===== src/rtl/alr_pkg.sv =====
// alr_pkg: shared constants and helpers for the antialiased line rasterizer.
// No dependencies; every other file in rtl/ refers to it by scoped names.
package alr_pkg;

   // Default geometry: screen coordinate bits and fraction bits of the slope.
   localparam int COORD_BITS_DEF = 11;
   localparam int FRAC_BITS_DEF  = 16;

   // Depth of the command queue between front and back.
   localparam int QUEUE_DEPTH = 2;

   // Request action codes.
   localparam logic ACT_START = 1'b0;
   localparam logic ACT_STEP  = 1'b1;

   // Command kinds carried through the queue.
   localparam logic KIND_SETUP = 1'b0;
   localparam logic KIND_STEP  = 1'b1;

   // Queue entry: {kind, swap, major start, major end, minor start, slope}.
   function automatic int entry_bits(int coord_bits, int frac_bits);
      return 2 + 4 * coord_bits + frac_bits;
   endfunction

endpackage


===== src/rtl/alr_if.sv =====
// alr_if: request and response channel interfaces (valid/ready plus payload).
// Depends on alr_pkg for default widths.
interface alr_req_if #(
   parameter int COORD_BITS = alr_pkg::COORD_BITS_DEF
);
   logic                  valid;
   logic                  ready;
   logic                  action;
   logic [COORD_BITS-1:0] x_start;
   logic [COORD_BITS-1:0] y_start;
   logic [COORD_BITS-1:0] x_end;
   logic [COORD_BITS-1:0] y_end;

   modport source (output valid, action, x_start, y_start, x_end, y_end, input ready);
   modport sink   (input valid, action, x_start, y_start, x_end, y_end, output ready);
endinterface

interface alr_rsp_if #(
   parameter int COORD_BITS = alr_pkg::COORD_BITS_DEF,
   parameter int FRAC_BITS  = alr_pkg::FRAC_BITS_DEF
);
   logic                valid;
   logic                ready;
   logic [COORD_BITS:0] pixel_x;
   logic [COORD_BITS:0] pixel_y;
   logic [FRAC_BITS:0]  intensity;
   logic                run_last;
   logic                line_done;

   modport source (output valid, pixel_x, pixel_y, intensity, run_last, line_done,
                   input ready);
   modport sink   (input valid, pixel_x, pixel_y, intensity, run_last, line_done,
                   output ready);
endinterface


===== src/rtl/antialiased_line_rasterizer.sv =====
// Antialiased line rasterizer, top level: front (classify, slope divide),
// command queue and back (pixel walk). Depends on alr_pkg, alr_if and submodules.
// Order: a step's floor pixel passes the queue and output registers, then the adjacent one.
// Throughput: one pixel per cycle unless the port stalls; a new step waits for the last one.
// A start request holds the front until the bit-serial divider is done and the queue takes it.
// Reset: synchronous, active high; clears control state, no clearing pass.
module antialiased_line_rasterizer #(
   parameter int COORD_BITS = alr_pkg::COORD_BITS_DEF,
   parameter int FRAC_BITS  = alr_pkg::FRAC_BITS_DEF
) (
   input  logic      clock,
   input  logic      reset,
   alr_req_if.sink   req_chan,
   alr_rsp_if.source rsp_chan
);
   localparam int E = alr_pkg::entry_bits(COORD_BITS, FRAC_BITS);

   // front -> queue
   logic         fq_valid, fq_ready;
   logic [E-1:0] fq_data;
   // queue -> back
   logic         qb_valid, qb_ready;
   logic [E-1:0] qb_data;

   // Front: takes every request; a start runs the slope division before it
   // hands a setup command to the queue, a step passes straight through.
   alr_front #(
      .COORD_BITS(COORD_BITS),
      .FRAC_BITS (FRAC_BITS)
   ) u_front (
      .clock  (clock),
      .reset  (reset),
      .req    (req_chan),
      .q_valid(fq_valid),
      .q_ready(fq_ready),
      .q_data (fq_data)
   );

   // Queue decouples the divider from the pixel walk.
   alr_queue #(
      .WIDTH(E)
   ) u_queue (
      .clock    (clock),
      .reset    (reset),
      .in_valid (fq_valid),
      .in_ready (fq_ready),
      .in_data  (fq_data),
      .out_valid(qb_valid),
      .out_ready(qb_ready),
      .out_data (qb_data)
   );

   // Back: loads line state on setup, emits floor and adjacent pixel per step,
   // drops steps while no line is active.
   alr_back #(
      .COORD_BITS(COORD_BITS),
      .FRAC_BITS (FRAC_BITS)
   ) u_back (
      .clock  (clock),
      .reset  (reset),
      .q_valid(qb_valid),
      .q_ready(qb_ready),
      .q_data (qb_data),
      .rsp    (rsp_chan)
   );

endmodule


===== src/rtl/alr_front.sv =====
// alr_front: accepts requests, classifies start/step, runs the slope divider.
// Depends on alr_pkg and alr_req_if; feeds alr_queue.
module alr_front #(
   parameter int COORD_BITS = alr_pkg::COORD_BITS_DEF,
   parameter int FRAC_BITS  = alr_pkg::FRAC_BITS_DEF
) (
   input  logic clock,
   input  logic reset,
   alr_req_if.sink req,
   output logic q_valid,
   input  logic q_ready,
   output logic [alr_pkg::entry_bits(COORD_BITS, FRAC_BITS)-1:0] q_data
);
   localparam int C        = COORD_BITS;
   localparam int F        = FRAC_BITS;
   localparam int W        = C + F;
   localparam int E        = alr_pkg::entry_bits(C, F);
   localparam int CNT_BITS = $clog2(W + 1);

   localparam logic ST_IDLE = 1'b0;
   localparam logic ST_DIV  = 1'b1;

   logic state_ff, state_in;
   logic [CNT_BITS-1:0] cnt_ff, cnt_in;
   logic swap_ff, swap_in, neg_ff, neg_in;
   logic [C-1:0] maj0_ff, maj0_in, maj1_ff, maj1_in, min0_ff, min0_in, dx_ff, dx_in;
   logic [W-1:0] dvd_ff, dvd_in, quo_ff, quo_in;
   logic [C-1:0] rem_ff, rem_in;

   logic [C-1:0] spanx, spany, a0, b0, a1, b1, maj0, maj1, min0, min1, mag;
   logic         steep, flip;
   logic         accept, start_acc, step_acc, div_done;
   logic [C:0]   rem_sh;
   logic [C-1:0] rem_diff;
   logic         ge;
   logic [W-1:0] slope_val;

   // classify endpoints
   always_comb begin
      spanx = (req.x_end >= req.x_start) ? req.x_end - req.x_start : req.x_start - req.x_end;
      spany = (req.y_end >= req.y_start) ? req.y_end - req.y_start : req.y_start - req.y_end;
      steep = spany > spanx;
      a0 = steep ? req.y_start : req.x_start;
      b0 = steep ? req.x_start : req.y_start;
      a1 = steep ? req.y_end   : req.x_end;
      b1 = steep ? req.x_end   : req.y_end;
      flip = a0 > a1;
      maj0 = flip ? a1 : a0;
      maj1 = flip ? a0 : a1;
      min0 = flip ? b1 : b0;
      min1 = flip ? b0 : b1;
      mag  = (min1 < min0) ? min0 - min1 : min1 - min0;
   end

   assign req.ready = (state_ff == ST_IDLE) && q_ready;
   assign accept    = req.valid && req.ready;
   assign start_acc = accept && (req.action == alr_pkg::ACT_START);
   assign step_acc  = accept && (req.action == alr_pkg::ACT_STEP);
   assign div_done  = (state_ff == ST_DIV) && (cnt_ff == '0);

   // one quotient bit per cycle, restoring; the remainder stays below dx
   assign rem_sh   = {rem_ff, dvd_ff[W-1]};
   assign ge       = rem_sh >= {1'b0, dx_ff};
   assign rem_diff = rem_sh[C-1:0] - dx_ff;
   assign slope_val = (dx_ff == '0) ? '0 : (neg_ff ? W'(0) - quo_ff : quo_ff);

   assign q_valid = div_done || step_acc;
   assign q_data  = div_done ? {alr_pkg::KIND_SETUP, swap_ff, maj0_ff, maj1_ff, min0_ff,
                                slope_val}
                             : {alr_pkg::KIND_STEP, (E-1)'(0)};

   always_comb begin
      state_in = state_ff;
      cnt_in   = cnt_ff;
      swap_in  = swap_ff;
      neg_in   = neg_ff;
      maj0_in  = maj0_ff;
      maj1_in  = maj1_ff;
      min0_in  = min0_ff;
      dx_in    = dx_ff;
      dvd_in   = dvd_ff;
      quo_in   = quo_ff;
      rem_in   = rem_ff;
      case (state_ff)
         ST_IDLE: begin
            if (start_acc) begin
               state_in = ST_DIV;
               cnt_in   = CNT_BITS'(W);
               swap_in  = steep;
               neg_in   = min1 < min0;
               maj0_in  = maj0;
               maj1_in  = maj1;
               min0_in  = min0;
               dx_in    = maj1 - maj0;
               dvd_in   = {mag, {F{1'b0}}};
               quo_in   = '0;
               rem_in   = '0;
            end
         end
         ST_DIV: begin
            if (cnt_ff != '0) begin
               cnt_in = cnt_ff - 1'b1;
               dvd_in = {dvd_ff[W-2:0], 1'b0};
               quo_in = {quo_ff[W-2:0], ge};
               rem_in = ge ? rem_diff : rem_sh[C-1:0];
            end else if (q_ready) begin
               state_in = ST_IDLE;
            end
         end
         default: state_in = ST_IDLE;
      endcase
   end

   always_ff @(posedge clock) begin
      if (reset) begin
         state_ff <= ST_IDLE;
         cnt_ff   <= '0;
      end else begin
         state_ff <= state_in;
         cnt_ff   <= cnt_in;
      end
   end

   always_ff @(posedge clock) begin
      swap_ff <= swap_in;
      neg_ff  <= neg_in;
      maj0_ff <= maj0_in;
      maj1_ff <= maj1_in;
      min0_ff <= min0_in;
      dx_ff   <= dx_in;
      dvd_ff  <= dvd_in;
      quo_ff  <= quo_in;
      rem_ff  <= rem_in;
   end

endmodule


===== src/rtl/alr_queue.sv =====
// alr_queue: short command FIFO between front and back.
// Depends on alr_pkg for its depth.
module alr_queue #(
   parameter int WIDTH = alr_pkg::entry_bits(alr_pkg::COORD_BITS_DEF, alr_pkg::FRAC_BITS_DEF)
) (
   input  logic             clock,
   input  logic             reset,
   input  logic             in_valid,
   output logic             in_ready,
   input  logic [WIDTH-1:0] in_data,
   output logic             out_valid,
   input  logic             out_ready,
   output logic [WIDTH-1:0] out_data
);
   localparam int DEPTH    = alr_pkg::QUEUE_DEPTH;
   localparam int PTR_BITS = (DEPTH > 1) ? $clog2(DEPTH) : 1;
   localparam int CNT_BITS = $clog2(DEPTH + 1);

   logic [WIDTH-1:0]    mem_ff [DEPTH];
   logic [PTR_BITS-1:0] wr_ff, wr_in, rd_ff, rd_in;
   logic [CNT_BITS-1:0] cnt_ff, cnt_in;
   logic                push, pop;

   assign in_ready  = cnt_ff != CNT_BITS'(DEPTH);
   assign out_valid = cnt_ff != '0;
   assign out_data  = mem_ff[rd_ff];
   assign push      = in_valid && in_ready;
   assign pop       = out_valid && out_ready;

   always_comb begin
      wr_in  = wr_ff;
      rd_in  = rd_ff;
      cnt_in = cnt_ff;
      if (push) wr_in = (wr_ff == PTR_BITS'(DEPTH - 1)) ? '0 : wr_ff + 1'b1;
      if (pop)  rd_in = (rd_ff == PTR_BITS'(DEPTH - 1)) ? '0 : rd_ff + 1'b1;
      if (push && !pop) cnt_in = cnt_ff + 1'b1;
      else if (pop && !push) cnt_in = cnt_ff - 1'b1;
   end

   always_ff @(posedge clock) begin
      if (reset) begin
         wr_ff  <= '0;
         rd_ff  <= '0;
         cnt_ff <= '0;
      end else begin
         wr_ff  <= wr_in;
         rd_ff  <= rd_in;
         cnt_ff <= cnt_in;
      end
   end

   always_ff @(posedge clock) begin
      if (push) mem_ff[wr_ff] <= in_data;
   end

endmodule


===== src/rtl/alr_back.sv =====
// alr_back: holds line state, walks the major axis and emits pixel pairs.
// Depends on alr_pkg and alr_rsp_if; drains alr_queue.
module alr_back #(
   parameter int COORD_BITS = alr_pkg::COORD_BITS_DEF,
   parameter int FRAC_BITS  = alr_pkg::FRAC_BITS_DEF
) (
   input  logic clock,
   input  logic reset,
   input  logic q_valid,
   output logic q_ready,
   input  logic [alr_pkg::entry_bits(COORD_BITS, FRAC_BITS)-1:0] q_data,
   alr_rsp_if.source rsp
);
   localparam int C = COORD_BITS;
   localparam int F = FRAC_BITS;
   localparam int W = C + F;
   localparam int E = alr_pkg::entry_bits(C, F);
   localparam logic [F:0] ONE = {1'b1, {F{1'b0}}};

   // entry fields
   logic         e_kind, e_swap;
   logic [C-1:0] e_maj0, e_maj1, e_min0;
   logic [W-1:0] e_slope;

   assign e_kind  = q_data[E-1];
   assign e_swap  = q_data[E-2];
   assign e_maj0  = q_data[E-3 -: C];
   assign e_maj1  = q_data[E-3-C -: C];
   assign e_min0  = q_data[E-3-2*C -: C];
   assign e_slope = q_data[W-1:0];

   logic         active_ff, active_in, busy_ff, busy_in, swap_ff, swap_in;
   logic [C-1:0] pos_ff, pos_in, end_ff, end_in;
   logic [W-1:0] acc_ff, acc_in, slope_ff, slope_in;

   logic         out_valid_ff, out_valid_in, last_ff, last_in, done_ff, done_in;
   logic [C:0]   px_ff, px_in, py_ff, py_in;
   logic [F:0]   int_ff, int_in;

   logic         out_free, can_pop, pop, emit0, emit1, last_col;
   logic [C:0]   major, minor_lo, minor_hi;
   logic [F-1:0] frac;

   assign out_free = !out_valid_ff || rsp.ready;
   assign can_pop  = !busy_ff && ((e_kind == alr_pkg::KIND_SETUP) || !active_ff || out_free);
   assign q_ready  = can_pop;
   assign pop      = q_valid && can_pop;
   assign emit0    = pop && (e_kind == alr_pkg::KIND_STEP) && active_ff;
   assign emit1    = busy_ff && out_free;
   assign last_col = pos_ff == end_ff;

   assign major    = {1'b0, pos_ff};
   assign minor_lo = {1'b0, acc_ff[W-1:F]};
   assign minor_hi = minor_lo + 1'b1;
   assign frac     = acc_ff[F-1:0];

   always_comb begin
      active_in    = active_ff;
      busy_in      = busy_ff;
      swap_in      = swap_ff;
      pos_in       = pos_ff;
      end_in       = end_ff;
      acc_in       = acc_ff;
      slope_in     = slope_ff;
      out_valid_in = out_valid_ff && !rsp.ready;
      px_in        = px_ff;
      py_in        = py_ff;
      int_in       = int_ff;
      last_in      = last_ff;
      done_in      = done_ff;
      if (pop && (e_kind == alr_pkg::KIND_SETUP)) begin
         active_in = 1'b1;
         swap_in   = e_swap;
         pos_in    = e_maj0;
         end_in    = e_maj1;
         acc_in    = {e_min0, {F{1'b0}}};
         slope_in  = e_slope;
      end
      if (emit0) begin
         busy_in      = 1'b1;
         out_valid_in = 1'b1;
         px_in        = swap_ff ? minor_lo : major;
         py_in        = swap_ff ? major : minor_lo;
         int_in       = ONE - {1'b0, frac};
         last_in      = 1'b0;
         done_in      = 1'b0;
      end
      if (emit1) begin
         busy_in      = 1'b0;
         out_valid_in = 1'b1;
         px_in        = swap_ff ? minor_hi : major;
         py_in        = swap_ff ? major : minor_hi;
         int_in       = {1'b0, frac};
         last_in      = 1'b1;
         done_in      = last_col;
         if (last_col) begin
            active_in = 1'b0;
         end else begin
            pos_in = pos_ff + 1'b1;
            acc_in = acc_ff + slope_ff;
         end
      end
   end

   always_ff @(posedge clock) begin
      if (reset) begin
         active_ff    <= 1'b0;
         busy_ff      <= 1'b0;
         out_valid_ff <= 1'b0;
      end else begin
         active_ff    <= active_in;
         busy_ff      <= busy_in;
         out_valid_ff <= out_valid_in;
      end
   end

   always_ff @(posedge clock) begin
      swap_ff  <= swap_in;
      pos_ff   <= pos_in;
      end_ff   <= end_in;
      acc_ff   <= acc_in;
      slope_ff <= slope_in;
      px_ff    <= px_in;
      py_ff    <= py_in;
      int_ff   <= int_in;
      last_ff  <= last_in;
      done_ff  <= done_in;
   end

   assign rsp.valid     = out_valid_ff;
   assign rsp.pixel_x   = px_ff;
   assign rsp.pixel_y   = py_ff;
   assign rsp.intensity = int_ff;
   assign rsp.run_last  = last_ff;
   assign rsp.line_done = done_ff;

`ifndef ASSERT_OFF
   a_busy_needs_line: assert property (@(posedge clock) disable iff (reset)
      busy_ff |-> active_ff)
      else $error("step in progress without an active line");
   a_first_then_second: assert property (@(posedge clock) disable iff (reset)
      emit0 |=> busy_ff)
      else $error("floor pixel not followed by adjacent pixel");
   a_last_col_ends: assert property (@(posedge clock) disable iff (reset)
      (emit1 && last_col) |=> !active_ff)
      else $error("line still active after its last column");
   a_done_on_adjacent: assert property (@(posedge clock) disable iff (reset)
      (out_valid_ff && done_ff) |-> last_ff)
      else $error("line_done on a floor pixel");
`endif

endmodule

===== src/flat_wrapper.sv =====
// flat-port wrapper written by rule: the top's interface ports become plain ports
module antialiased_line_rasterizer_flat 
#(
   parameter int COORD_BITS = alr_pkg::COORD_BITS_DEF,
   parameter int FRAC_BITS  = alr_pkg::FRAC_BITS_DEF
)
  (clock, reset, req_chan_valid, req_chan_action, req_chan_x_start, req_chan_y_start, req_chan_x_end, req_chan_y_end, req_chan_ready, rsp_chan_valid, rsp_chan_pixel_x, rsp_chan_pixel_y, rsp_chan_intensity, rsp_chan_run_last, rsp_chan_line_done, rsp_chan_ready);
  alr_req_if #(.COORD_BITS(COORD_BITS)) req_chan_i ();
  alr_rsp_if #(.COORD_BITS(COORD_BITS), .FRAC_BITS(FRAC_BITS)) rsp_chan_i ();
  input  logic clock;
  input  logic reset;
  input wire logic [$bits(req_chan_i.valid)-1:0] req_chan_valid;
  input wire logic [$bits(req_chan_i.action)-1:0] req_chan_action;
  input wire logic [$bits(req_chan_i.x_start)-1:0] req_chan_x_start;
  input wire logic [$bits(req_chan_i.y_start)-1:0] req_chan_y_start;
  input wire logic [$bits(req_chan_i.x_end)-1:0] req_chan_x_end;
  input wire logic [$bits(req_chan_i.y_end)-1:0] req_chan_y_end;
  output wire logic [$bits(req_chan_i.ready)-1:0] req_chan_ready;
  output wire logic [$bits(rsp_chan_i.valid)-1:0] rsp_chan_valid;
  output wire logic [$bits(rsp_chan_i.pixel_x)-1:0] rsp_chan_pixel_x;
  output wire logic [$bits(rsp_chan_i.pixel_y)-1:0] rsp_chan_pixel_y;
  output wire logic [$bits(rsp_chan_i.intensity)-1:0] rsp_chan_intensity;
  output wire logic [$bits(rsp_chan_i.run_last)-1:0] rsp_chan_run_last;
  output wire logic [$bits(rsp_chan_i.line_done)-1:0] rsp_chan_line_done;
  input wire logic [$bits(rsp_chan_i.ready)-1:0] rsp_chan_ready;
  assign req_chan_i.valid = req_chan_valid;
  assign req_chan_i.action = req_chan_action;
  assign req_chan_i.x_start = req_chan_x_start;
  assign req_chan_i.y_start = req_chan_y_start;
  assign req_chan_i.x_end = req_chan_x_end;
  assign req_chan_i.y_end = req_chan_y_end;
  assign req_chan_ready = req_chan_i.ready;
  assign rsp_chan_valid = rsp_chan_i.valid;
  assign rsp_chan_pixel_x = rsp_chan_i.pixel_x;
  assign rsp_chan_pixel_y = rsp_chan_i.pixel_y;
  assign rsp_chan_intensity = rsp_chan_i.intensity;
  assign rsp_chan_run_last = rsp_chan_i.run_last;
  assign rsp_chan_line_done = rsp_chan_i.line_done;
  assign rsp_chan_i.ready = rsp_chan_ready;
  antialiased_line_rasterizer #(.COORD_BITS(COORD_BITS), .FRAC_BITS(FRAC_BITS)) u_core (.clock(clock), .reset(reset), .req_chan(req_chan_i), .rsp_chan(rsp_chan_i));
endmodule

===== config.mk =====
export PLATFORM = sky130hd
export DESIGN_NAME = antialiased_line_rasterizer_flat
export DESIGN_NICKNAME = d
export VERILOG_FILES = /design/src/rtl/alr_pkg.sv /design/src/rtl/alr_if.sv /design/src/rtl/antialiased_line_rasterizer.sv /design/src/rtl/alr_front.sv /design/src/rtl/alr_queue.sv /design/src/rtl/alr_back.sv /design/src/flat_wrapper.sv
export SDC_FILE = /design/constraint.sdc
export NUM_CORES = 1
export LEC_CHECK = 0
export ABC_AREA = 1
export BUFFER_PORTS_ARGS = -buffer_cell sky130_fd_sc_hd__buf_2
export CORE_MARGIN = 1
export CORE_UTILIZATION = 30
export DETAILED_ROUTE_END_ITERATION = 8
export HOLD_SLACK_MARGIN = 0.06
export PLACE_DENSITY = 0.56
export SLEW_MARGIN = 40
export SYNTH_ARGS = -nofsm -noshare
export SYNTH_HDL_FRONTEND = slang
export SYNTH_SLANG_ARGS = --single-unit
export TNS_END_PERCENT = 50

===== constraint.sdc =====
create_clock -name clock -period 12.85 [get_ports clock]
set_clock_uncertainty 0.2 [all_clocks]
set_input_delay 1.285 -clock clock [delete_from_list [all_inputs] [get_ports clock]]
set_output_delay 1.285 -clock clock [all_outputs]
set_load 0.02 [all_outputs]

==> metrics.yaml, run 1 <==
logic_synthesis:
  async_flop_share_pct: 0
  ys_types: 59
  syn_area_um2: 20700
  synth_warnings: 0
  synth-seq-cells: 353
  syn_inst: 2361
  synth-seq-area-share_pct: 48.7
  synth_fp_nets: 2546
  ys.flop_type: "edfxtp_1"
  avgSynthCellArea_um2: 8.75
  synth_edf_count: 299
clocking:
  cts_resized: 0
  tritoncts: "built"
  cts-root-buf: "clkbuf_16"
  postCtsSetupRepairBufs: 0
  cts.clk_slew.worst_paths_ns: 0.05
  postCtsHoldBufs: 0
  htree_levels: 2
  clockBufferDepth: 3
  insertion_delay_ns: 0.55
  clock_sinks: 353
  cts_buffers: 38
sta:
  rsz0062_at_grt: "no"
  relSlewSlack_pct: 47.7
  fin_crit_sh_pct: 79.5
  worstMarginPinSlew_ns: 0.785
  min_period_ns: 10.21
  finalSetupViolations: 0
  final_max_slew_viol_count: 0
  tns_ns: 0
  finalHoldViolCount: 0
  fmaxAchievable_mhz: 97.9
routing:
  wl_mm: 49.5
  num_vias: 15700
  avgViaCountPerCell: 4.73
  drtAntennaViolNets: 0
  wl_per_cell_um: 14.9
  drt_iter0_drc: 1045
  drc: 0
  dr.pass1.iters: 5
cells_and_area:
  area_delta_synth_final_pct: 12.5
  mostFrequentLayoutCell: "nand2_1"
  drive_above_1_share_pct: 8.65
  antenna_cells: 0
  finish.utilization_pct: 34.4
  final_nets: 2609
  final_cell_mix: "547 x nand2_1, 321 x inv_1, 299 x edfxtp_1"
worst_setup_path:
  crit_path_max_incr_delay_ns: 0.56
  cp_data_arrival_time_ns: 10.29
  cp_slowest_cell: "nand2_4"
  reg2regPathDepth: 8
  timing.rr.end: "u_core.u_queue.mem_ff[1][52]"
  startpoint: "req_chan_x_end[2]"
  cp-start-kind: "input port"
  r2r_slack_ns: 8.92
  required_ns: 12.93
  crit_fanout: 85
  r2r-start: "u_core.u_front.state_ff"
  path_common_cell: "o21ai_0"
  endpoint_kind: "register"
  critPathKind: "input port to register"
floorplanning:
  die-area_um2: 69900
  die_w_um: 264
  io_pins: 94
  start_util_pct: 30.6
  row_count: 95
  core_area_um2: 67600
  dieHeight_um: 264
placed_design:
  dp_hpwl_mm: 37.4
  gp_congestion: 0.859
  port_buffers: 93
global_routing:
  antenna_found_initial: 1
  grt_util_all_layers_pct: 14.2
  overflow: 0
  grt_max_degree: 86
  grt_pass1_wl_mm: 81.0
  grt_pass1_vias: 15400
status:
  status: "complete, no violations"
hold_path:
  hold_path_end: "u_core.u_back.rsp.run_last"
  worstHoldStart: "u_core.u_back.rsp.run_last"
  hold_depth: 2
  min_path_type: "register to register"
job:
  max_cap_violations: 0
sequential cells by signal, indices dropped and copies added, names as in the netlist, 2 cells and up, named ones only:
name	cells
u_core.u_back.acc_ff	27
u_core.u_back.end_ff	11
u_core.u_back.pos_ff	11
u_core.u_back.rsp.intensity	17
u_core.u_back.rsp.pixel_x	12
u_core.u_back.rsp.pixel_y	12
u_core.u_back.slope_ff	27
u_core.u_front.cnt_ff	5
u_core.u_front.dvd_ff	11
u_core.u_front.dx_ff	11
u_core.u_front.maj0_ff	11
u_core.u_front.maj1_ff	11
u_core.u_front.min0_ff	11
u_core.u_front.quo_ff	27
u_core.u_front.rem_ff	11
u_core.u_queue.cnt_ff	2
u_core.u_queue.mem_ff	124
cells in the mapped netlist (33+ instances only):
library cell / number / area (um2)
dfxtp_1: 54 / 1080
nand2_1: 549 / 2060
o21ai_0: 211 / 1060
edfxtp_1: 299 / 8980
xor2_1: 68 / 596
xnor2_1: 33 / 289
nor2_1: 160 / 601
a21oi_1: 159 / 796
clkbuf_1: 62 / 233
inv_1: 322 / 1210
ha_1: 128 / 1600
nand3_1: 76 / 380
per-stage QoR:
stage | hold WS [ns] | instance area (um2) | worst slack [ns] | std cells
after floorplan | 0.222 | 20700 | 3.22 | 2361
after global placement | 0.232 | 22000 | 2.19 | 3255
after detailed placement | 0.245 | 22000 | 1.98 | 3256
after CTS | 0.254 | 23200 | 2.52 | 3322
after global routing | 0.276 | 23200 | 1.48 | 3323
final | 0.252 | 23200 | 2.64 | 3323
critical path, delay by kind of cell:
kind	cells	cell delay, ns
buffers and inverters	2	0.18
xor gates and xnor gates	2	0.27
adders and majority gates	4	1.43
AOI/OAI and AO/OA	19	4.05
and+or+nand+nor	21	3.00
layer usage:
| layer | wire, um | track usage (%) | vias to the layer above | part of all wire (%) |
|---|---|---|---|---|
| met5 | 0 | 0 | - | 0 |
| met4 | 1500 | 5.03 | 0 | 3.0 |
| met3 | 2060 | 1.49 | 85 | 4.2 |
| met2 | 21900 | 22.8 | 350 | 44 |
| met1 | 24100 | 19.8 | 7259 | 49 |
| li1 | - | - | 8035 | - |
logic make-up after synthesis:
family                   share of synthesized area, %
adder cells (fa/ha/maj)                          8.53
XOR/XNOR                                         4.28
multiplexers                                    0.587
flip-flops                                       48.7
AO/OA/AOI/OAI                                    12.8
AND/OR/NAND/NOR                                  17.4
buffers and inverters                            7.73
final cells by class:
cell class	count	area, um2
timing repair buffer	107	598
tap	873	1090
sequential	353	10100
fill	6854	44400
clock inverter	18	193
inverter	331	1250
clock buffer	48	1010
multi-input combinational	1593	9050
worst max-delay path by stage:
stage | to | slack [ns] | cells after the start
2_1_floorplan | u_core.u_front.dvd_ff[24] | 3.22 | 56
3_3_place_gp | u_core.u_front.dvd_ff[24] | 2.19 | 50
3_5_place_dp | u_core.u_front.dvd_ff[24] | 1.98 | 50
4_1_cts | u_core.u_front.dvd_ff[24] | 2.52 | 50
5_1_grt | u_core.u_front.dvd_ff[24] | 1.48 | 50
6_report | u_core.u_front.dvd_ff[24] | 2.64 | 48
Power of run 1 is not shown: default switching activity piles up to over one toggle a cycle in this logic, so the estimate is an artifact.
==> inputs of run 2 (changes only) <==
- ABC_AREA: 1 -> 0
- PLACE_DENSITY: 0.56 -> 0.57
- clock period: 12.85 -> 9 ns (I/O delays scaled with it)
==> run 2 against run 1 <==
The flow now finishes with violations (negative setup slack); cell count up 1.5%; die area up 0.88%; register-to-register slack worse by 4.0 ns; sequential share of layout area down 5.8 points; via count up 3.4%; largest cell class is now multi-input combinational cells.
==> metrics.yaml, run 2 <==
logic_synthesis:
  ys_types: 70  # +19%
  avgSynthCellArea_um2: 10.4  # +19%
  synth_common_cells: "299 x edfxtp_1, 163 x nor2_1, 151 x nand2_1"
  synth_area_leaders: "edfxtp_1 43%, ha_1 7.7%, dfxtp_1 5.2%, mux2_2 3.1%, mux2i_1 3.1%"
  synth.most_common_cell: "edfxtp_1"
  async_flop_share_pct: 0  # unchanged
  synth-seq-area-share_pct: 48.3  # -0.43 points
  synth_edf_count: 299  # unchanged
  yosys.area.top_type: "edfxtp_1"
  synth-seq-cells: 353  # unchanged
  synth_top_area_share_pct: 43.1  # -0.38 points
  ys.flop_type: "edfxtp_1"
  synth_fp_nets: 2188  # -14%
  syn_area_um2: 20800  # +0.89%
  synth_warnings: 0  # unchanged
  syn_inst: 2003  # -15%
floorplanning:
  start_util_pct: 30.3  # -0.21 points
  row_count: 96  # +1.1%
  core_area_um2: 68700  # +1.6%
  die-area_um2: 70600  # +0.88%
  dieHeight_um: 266  # +0.44%
  die_w_um: 266  # +0.44%
  io_pins: 94  # unchanged
cells_and_area:
  finish.utilization_pct: 39.1  # +4.7 points
  final_nets: 2596  # -0.50%
  area_delta_synth_final_pct: 28.7
  largest-register: "u_core.u_queue.mem_ff"
  antenna_cells: 0  # unchanged
  largest_register_ff_count: 124  # unchanged
  drive_above_1_share_pct: 28.0  # +19 points
  final_cell_mix: "333 x buf_4, 299 x edfxtp_1, 159 x nor2_1"
  mostFrequentLayoutCell: "buf_4"
  final_area_um2: 26800  # +15%
global_routing:
  grt_max_degree: 75  # -13%
  grt_pass1_wl_mm: 86.1  # +6.3%
  antenna_found_initial: 0  # -1
  overflow: 0  # unchanged
  grt_pass1_vias: 16200  # +4.9%
  grt_util_all_layers_pct: 15.2  # +1.0 points
placed_design:
  dpl_cell_area_um2: 24700  # +12%
  dp_hpwl_mm: 41.3  # +10%
  port_buffers: 93  # unchanged
  gp_congestion: 0.905  # +5.5%
clocking:
  postCtsHoldBufs: 0  # unchanged
  tritoncts: "built"
  cts-root-buf: "clkbuf_16"
  cts_buffers: 41  # +7.9%
  cts.clk_slew.worst_paths_ns: 0.05  # about the same
  clock_sinks: 353  # unchanged
  htree_levels: 2  # unchanged
  clockBufferDepth: 3  # unchanged
  insertion_delay_ns: 0.55  # about the same
sta:
  min_period_ns: 9.11
  finalSetupViolations: 5  # +5
  relSlewSlack_pct: 44.7  # -3.0 points
  fmaxAchievable_mhz: 110
  worstMarginPinSlew_ns: 0.829  # +0.0444 ns
  finalHoldViolCount: 0  # unchanged
  final_max_slew_viol_count: 0  # unchanged
  fin_crit_sh_pct: 101
  setup_slack_ns: -0.107  # -2.75 ns
  rsz0062_at_grt: "yes"
status:
  status: "complete, but fails checks"
  violations: "negative setup slack"
routing:
  num_vias: 16300  # +3.4%
  wl_per_cell_um: 16.2  # +8.7%
  drt_iter0_drc: 927  # -11%
  drc: 0  # unchanged
  avgViaCountPerCell: 4.82  # +1.8%
  wl_mm: 54.6  # +10%
  dr.pass1.iters: 5  # unchanged
  drtAntennaViolNets: 0  # unchanged
worst_setup_path:
  crit_buf_inv: 7  # +5
  required_ns: 9.20  # -3.73 ns
  critPathKind: "input port to register"
  cp-start-kind: "input port"
  cp_slowest_cell: "a221o_2"
  crit_family: "compound AO/OA/AOI/OAI gates"
  crit_path_max_incr_delay_ns: 0.45  # -0.11 ns
  cp_data_arrival_time_ns: 9.31  # -0.98 ns
  crit_fanout: 8  # -91%
  endpoint_kind: "register"
  path_common_cell: "o21ai_2"
hold_path:
  min_path_type: "register to register"
job:
  max_cap_violations: 0  # unchanged
-- run 2: cell count changes after synthesis, sizes merged, moves of 52 or more --
cell / delta
and2: +52
inv: -189
mux2i: +53
mux2: +56
nand2: -414
o21ai: -117
-- run 2: metrics by stage --
stage / setup TNS (ns) / setup slack, ns / std cells / hold WS (ns)
after floorplan: -6.71 / -0.778 / 2003 / 0.255
after CTS: -0.104 / -0.0808 / 3363 / 0.250
after detailed placement: -11.36 / -1.07 / 3249 / 0.243
after global routing: -3.56 / -0.478 / 3374 / 0.274
final: -0.225 / -0.107 / 3374 / 0.250
after global placement: -10.30 / -1.00 / 3248 / 0.240
-- run 2: area by class of cell --
| class | instances | area [um2] |
|---|---|---|
| tap | 931 | 1160 |
| timing repair buffer | 445 | 3230 |
| clock buffer | 59 | 1140 |
| inverter | 140 | 532 |
| fill | 6748 | 41900 |
| clock inverter | 16 | 119 |
| sequential | 353 | 10100 |
| multi-input combinational | 1430 | 10600 |
-- run 2: worst paths after layout --
| check | startpoint | to | slack, ns | depth (start not counted) |
|---|---|---|---|---|
| setup / recovery | req_chan_y_end[1] | u_core.u_front.dvd_ff[26] | -0.11 | 47 |
| setup reg to reg | u_core.u_front.dx_ff[2] | u_core.u_front.rem_ff[9] | 4.88 | 15 |
| hold reg to reg | u_core.u_back.rsp.run_last | u_core.u_back.rsp.run_last | 0.25 | 2 |
| hold / removal | u_core.u_back.rsp.run_last | u_core.u_back.rsp.run_last | 0.25 | 2 |
-- run 2: worst reg2reg max path: stages, from the launching register on --
cell,delay [ns]
edfxtp_1,0.37
inv_1,0.06
ha_1,0.34
nor2b_1,0.15
o21ai_0,0.23
a21boi_0,0.16
o21ai_0,0.23
a21boi_0,0.15
o21ai_0,0.24
a21boi_0,0.16
o21ai_0,0.20
nand2b_1,0.13
a21oi_1,0.66
buf_4,0.30
mux2i_1,0.22
nor2_1,0.05
-- run 2: logic make-up (layout without fill, tap and decap cells) --
group                    count (synthesis)  in the layout  synth area share [%]
multiplexers                           121            121                  6.15
buffers and inverters                  222            660                  4.03
AND/OR/NAND/NOR                        589            589                  13.6
flip-flops                             353            353                  48.3
AO/OA/AOI/OAI                          452            454                  14.0
XOR/XNOR                               123            123                  5.17
adder cells (fa/ha/maj)                143            143                  8.79
-- run 2: per-layer routing --
layer / share of wire [%] / track usage [%] / vias to the layer above
met1: 46 / 20.2 / 7713
met5: 0 / 0 / -
met4: 2.5 / 4.92 / 0
met3: 3.9 / 1.82 / 88
li1: - / - / 8108
met2: 47 / 25.6 / 347
-- run 2: what timing repair did --
action	in CTS	in global routing
pin swaps	63	58
setup endpoints to repair	10	12
resized for setup	62	49
buffers inserted	36	10
gates cloned	3	1
Power of run 2 is left out for the same reason.
